==> src/rtl/msbr_pkg.sv <==
// msbr_pkg: shared constants, codes and types of the msb-first bit reader
// used by msbr_extract, the top level, the checker and the testbench; depends on nothing

package msbr_pkg;

    localparam int RING_BYTES = 1024;
    localparam int RING_AW    = $clog2(RING_BYTES);
    localparam int MAX_BITS   = 32;

    localparam int IDX_W  = 29;
    localparam int POS_W  = 32;
    localparam int CNT_IW = 6;
    localparam int VAL_W  = 32;

    // a window of MAX_BITS bits at any bit offset spans this many bytes
    localparam int MAX_BYTES = (MAX_BITS + 6) / 8 + 1;
    localparam int ACC_W     = MAX_BYTES * 8;
    localparam int NB_W      = $clog2(MAX_BYTES + 1);

    localparam logic [2:0] REQ_PUSH  = 3'd0;
    localparam logic [2:0] REQ_PEEK  = 3'd1;
    localparam logic [2:0] REQ_POP   = 3'd2;
    localparam logic [2:0] REQ_ALIGN = 3'd3;
    localparam logic [2:0] REQ_GET   = 3'd4;
    localparam logic [2:0] REQ_SET   = 3'd5;

    typedef enum logic [1:0] {
        ST_OK      = 2'd0,
        ST_NO_DATA = 2'd1,
        ST_FULL    = 2'd2
    } t_status;

    // control from the sequencer to the extract unit
    typedef struct packed {
        logic              capture;
        logic [2:0]        rsh;
        logic [CNT_IW-1:0] nbits;
    } t_ext_ctl;

endpackage

==> src/rtl/msbr_extract.sv <==
// msbr_extract: byte accumulator and bit window select of the bit reader
// depends on msbr_pkg

module msbr_extract (
    input  logic                      i_clk,
    input  msbr_pkg::t_ext_ctl        i_ctl,
    input  logic [7:0]                i_rd_byte,
    output logic [msbr_pkg::VAL_W-1:0] o_value
);

    logic [msbr_pkg::ACC_W-1:0] r_acc;
    logic [msbr_pkg::ACC_W-1:0] shifted;
    logic [msbr_pkg::VAL_W-1:0] mask;

    // bytes enter at the bottom, first byte ends up highest
    always_ff @(posedge i_clk) begin
        if (i_ctl.capture) begin
            r_acc <= {r_acc[msbr_pkg::ACC_W-9:0], i_rd_byte};
        end
    end

    always_comb begin
        shifted = r_acc >> i_ctl.rsh;
        mask    = ~({msbr_pkg::VAL_W{1'b1}} << i_ctl.nbits);
        o_value = shifted[msbr_pkg::VAL_W-1:0] & mask;
    end

endmodule

==> config.mk <==
export PLATFORM = sky130hd
export DESIGN_NAME = msbr_extract
export DESIGN_NICKNAME = d
export VERILOG_FILES = /design/src/rtl/msbr_pkg.sv /design/src/rtl/msbr_extract.sv
export SDC_FILE = /design/constraint.sdc
export NUM_CORES = 1
export LEC_CHECK = 0
export ABC_AREA = 1
export BUFFER_PORTS_ARGS = -buffer_cell sky130_fd_sc_hd__buf_2
export CAP_MARGIN = 30
export CORE_MARGIN = 8
export CORE_UTILIZATION = 55
export CTS_CLUSTER_SIZE = 12
export DETAILED_ROUTE_END_ITERATION = 10
export PLACE_DENSITY_LB_ADDON = 0.2
export SYNTH_ARGS = -nofsm -noshare
export SYNTH_HDL_FRONTEND = slang
export SYNTH_SLANG_ARGS = --single-unit
export TNS_END_PERCENT = 1
==> constraint.sdc <==
create_clock -name i_clk -period 1.2 [get_ports i_clk]
set_clock_uncertainty 0.05 [all_clocks]
set_input_delay 0.06 -clock i_clk [delete_from_list [all_inputs] [get_ports i_clk]]
set_output_delay 0.06 -clock i_clk [all_outputs]
set_load 0.05 [all_outputs]
; Word-level counts from Yosys, hierarchy flattened
; Index checks and enable logic that the tools add are counted.
[word_totals]
out_inout_bits = 32
inputBits = 19
elab_cells = 5
regBits = 40
[op_classes]
n_bitwise = 2
shifts = 2
[ops]
columns = cell, n
row1 = 40-bit by 3-bit right shift with 32-bit output, 1
row2 = 32-bit bitwise AND, 1
row3 = 32-bit NOT, 1
row4 = "32-bit by 6-bit << shifter with 32-bit output, first input constant", 1

; Depth between registers and ports, before layout
[depth]
ltp_word = 3
mapped_depth = 9
depth_no_buf = 7

; Least setup slack after synthesis
; Ideal clock, no wire load.
[synth_timing]
path_type = in2out
startpoint = input i_ctl[7] in the netlist's numbering
endpoint = output o_value[20] in the netlist's numbering
t_arrival_ns = 1.374
stages = 6
path_slack_ns = -0.284
required_ns = 1.090
n_path_buf = 2
path_cell_list = buf_4 > inv_4 > buf_2 > nand3_1 > nand3_1 > a21oi_1
[synth_via]
elab_chain_len = 2
[synth_lines]
columns = element, line_no
row1 = "start, declared", msbr_extract.sv:6  ; input msbr_pkg::t_ext_ctl i_ctl,
row2 = 40-bit by 3-bit right shift with 32-bit output, msbr_extract.sv:23  ; shifted = r_acc >> i_ctl.rsh;
row3 = 32-bit bitwise AND, msbr_extract.sv:25  ; o_value = shifted[msbr_pkg::VAL_W-1:0] & mask;
row4 = "end, declared", msbr_extract.sv:8  ; output logic [msbr_pkg::VAL_W-1:0] o_value
; No other way between the ends.

; Worst setup path in the final report
[layout_timing]
startpoint = register r_acc[22] in the netlist's numbering
endpoint = output o_value[19] in the netlist's numbering
[layout_via]
elab_chain_len = 2
[layout_lines]
columns = element, line_no
row1 = "start, declared", msbr_extract.sv:11  ; logic [msbr_pkg::ACC_W-1:0] r_acc;
row2 = "start signal, assigned", msbr_extract.sv:18  ; r_acc <= {r_acc[msbr_pkg::ACC_W-9:0], i_rd_byte};
row3 = 40-bit by 3-bit right shift with 32-bit output, msbr_extract.sv:23
row4 = 32-bit bitwise AND, msbr_extract.sv:25
; No other way between the ends.

==> results.toml <==
[run_status]
status = "finished, violations left"
failed_checks = "setup timing"

[timing]
finalCritPeriodShare = 1.27
setup_viol = 32
slew_headroom = 0.762
max_freq_mhz = 657
maxSlewViolCount = 0
hold_viol = 0
layout_setup_ws_ns = -0.322
worstMarginPinSlew_ns = 0.355
holdWs_ns = 0.192
setup_tns_ns = -8.77
rsz0062_at_grt = "true"
min_period_ns = 1.52

[clock_tree]
cts_buffer_depth = 2
cts_buffers = 5
h-tree-depth = 2
clock_sinks = 39
cts_tree = "done"
root_buffer = "clkbuf_8"
clock_latency_ns = 0.29
clk_pin_slew_worst_paths_ns = 0.08

[cells_and_area]
largest-register = "r_acc"
fin_util = 0.789
fin_area_mm2 = 0.00398
largest_reg_flops = 39
layout_common_cells = "nand2_1 (144), nand3_1 (72), edfxtp_1 (39)"
fin_nets = 513
area_delta_synth_final_pct = 39.5
reg_top3 = "r_acc: 39 flops"
drive_above_1_share = 0.339
instances_no_fill = 565
antennaDiodeCount = 0
final_common_cell = "nand2_1"

[yosys]
yosys.area_share.simple = 0.448
syn_area_mm2 = 0.00285
syn_inst = 418
yosysTopAreaCell = "edfxtp_1"
ys_types = 21
synthTopCellsByArea = "edfxtp_1 (41%), nand2_1 (22%), nand3_1 (16%)"
synth-adder-area-share = 0
yosys.area.top_type_share = 0.411
synth_seq_cells = 39
synthXorXnorAreaFrac = 0
syn-num-nets = 437
synth_compound_area_frac = 0.0614
ys_seq_area_frac = 0.411
yosys_warnings = 0
synthMuxAreaShare = 0
avgSynthCellArea_um2 = 6.82
synth_top_family_by_area = "simple AND/OR/NAND/NOR gates"

[critical_path]
path_max_fanout = 3
cp.arrival_ns = 1.41
critPathCaptureType = "primary output"
worstPathRequired_ns = 1.09
worstSetupStartpointType = "flop"
crit_type = "reg2out"

[detailed_routing]
drt_iter0_markers = 324
ant_nets = 0
drc = 0
vias = 3247
detail_route.wirelength_um = 9010
drt_first_pass_iters = 5
wl_per_cell_um = 15.9
avgViaCountPerCell = 5.75

[place]
dp_hpwl_um = 6240
place_area_mm2 = 0.00331
pre_cts_ws_ns = -0.129
gp_congestion = 0.875
portBuffers = 50
dp_cells = 541

[floorplan]
dieArea_mm2 = 0.00775
die_w_um = 88.0
core_mm2 = 0.00504
die_h_um = 88.0
pin_count = 51
initial_core_util = 0.566
num_rows = 26

[global_routing]
grt_max_degree = 40
grt_pass1_wl_um = 14300
grt_pass1_vias = 3195
gr-total-overflow = 0
track_usage = 0.237
antenna_found_initial = 0

[power]
p_sw_frac = 0.366
peakVddDrop_mv = 0.998
power.internal_mw = 2.83
power_leakage_nw = 1.86
p_clk_frac = 0.236
p_total_mw = 4.46
power.switching_mw = 1.64
power_density_mw_per_mm2 = 1120
power.share.sequential = 0.376
power.share.combinational = 0.388

[flow_run]
drv_cap = 0

[worst_hold_path]
hold_class = "in2reg"
## synthesized netlist by cell type
library cell    n
buf_1           1
inv_1          11
nor2_1         41
inv_4           1
nand2_2         1
and2_1          3
clkbuf_1        3
nor3_1          1
inv_8           1
a21oi_1        23
nand3_1        90
nor2_2          2
buf_2           7
clkinv_1        1
inv_2           2
o21ai_1         1
buf_6           7
nand2_1       168
buf_4           4
o21ai_0        11
edfxtp_1       39
## power groups by stage
stage	Combinational, mW	Sequential [mW]	Clock [mW]
after floorplan	1.02	1.67	0
after global placement	1.38	1.70	0
after detailed placement	1.39	1.70	0
after CTS	1.65	1.67	1.07
after global routing	1.85	1.69	1.13
final	1.73	1.68	1.05
## repair_timing
item                       4_1_cts  5_1_grt
hold endpoints to repair         8        0
pin swaps                       38        8
setup buffers                    7        1
setup endpoints to repair       32       32
hold buffers                     8        0
gates resized for setup         89       41
## path summary, 6_finish.rpt
path | slack [ns] | start | cells after the start | end
max reg2reg | 0.18 | r_acc[14] | 2 | r_acc[22]
min reg2reg | 0.43 | r_acc[0] | 0 | r_acc[8]
max | -0.32 | r_acc[22] | 7 | o_value[19]
min | 0.19 | i_ctl[9] | 2 | r_acc[7]
## cell families after synthesis
family                 after synthesis
DFF                                 39
AOI/OAI and AO/OA                   35
and+or+nand+nor                    306
buffers and inverters               38
## routing by layer
metal  vias to the layer above  wire, um  part of all wire  GRT usage
met5                         -         0                 0          0
met3                        40       606             0.067     0.0525
met1                      1496      3260              0.36      0.247
met4                         0       474             0.053      0.127
li1                       1547         -                 -          -
met2                       164      4670              0.52      0.431
## worst max-delay path, cell delays in order (launching register included)
cell,delay (ns)
edfxtp_1,0.41
nand2_1,0.12
nand3_1,0.12
nand2_1,0.06
nand2_1,0.05
nand2_1,0.06
nor2_2,0.11
buf_6,0.17
## cell type report
cell class	instances	area [um^2]
multi-input combinational	341	1690
clock inverter	3	38.8
clock buffer	5	68.8
inverter	16	70.1
timing repair buffer	91	850
sequential	39	1170
tap	70	87.6
fill	374	1060
No activity file was read; power rests on OpenSTA's default activity.
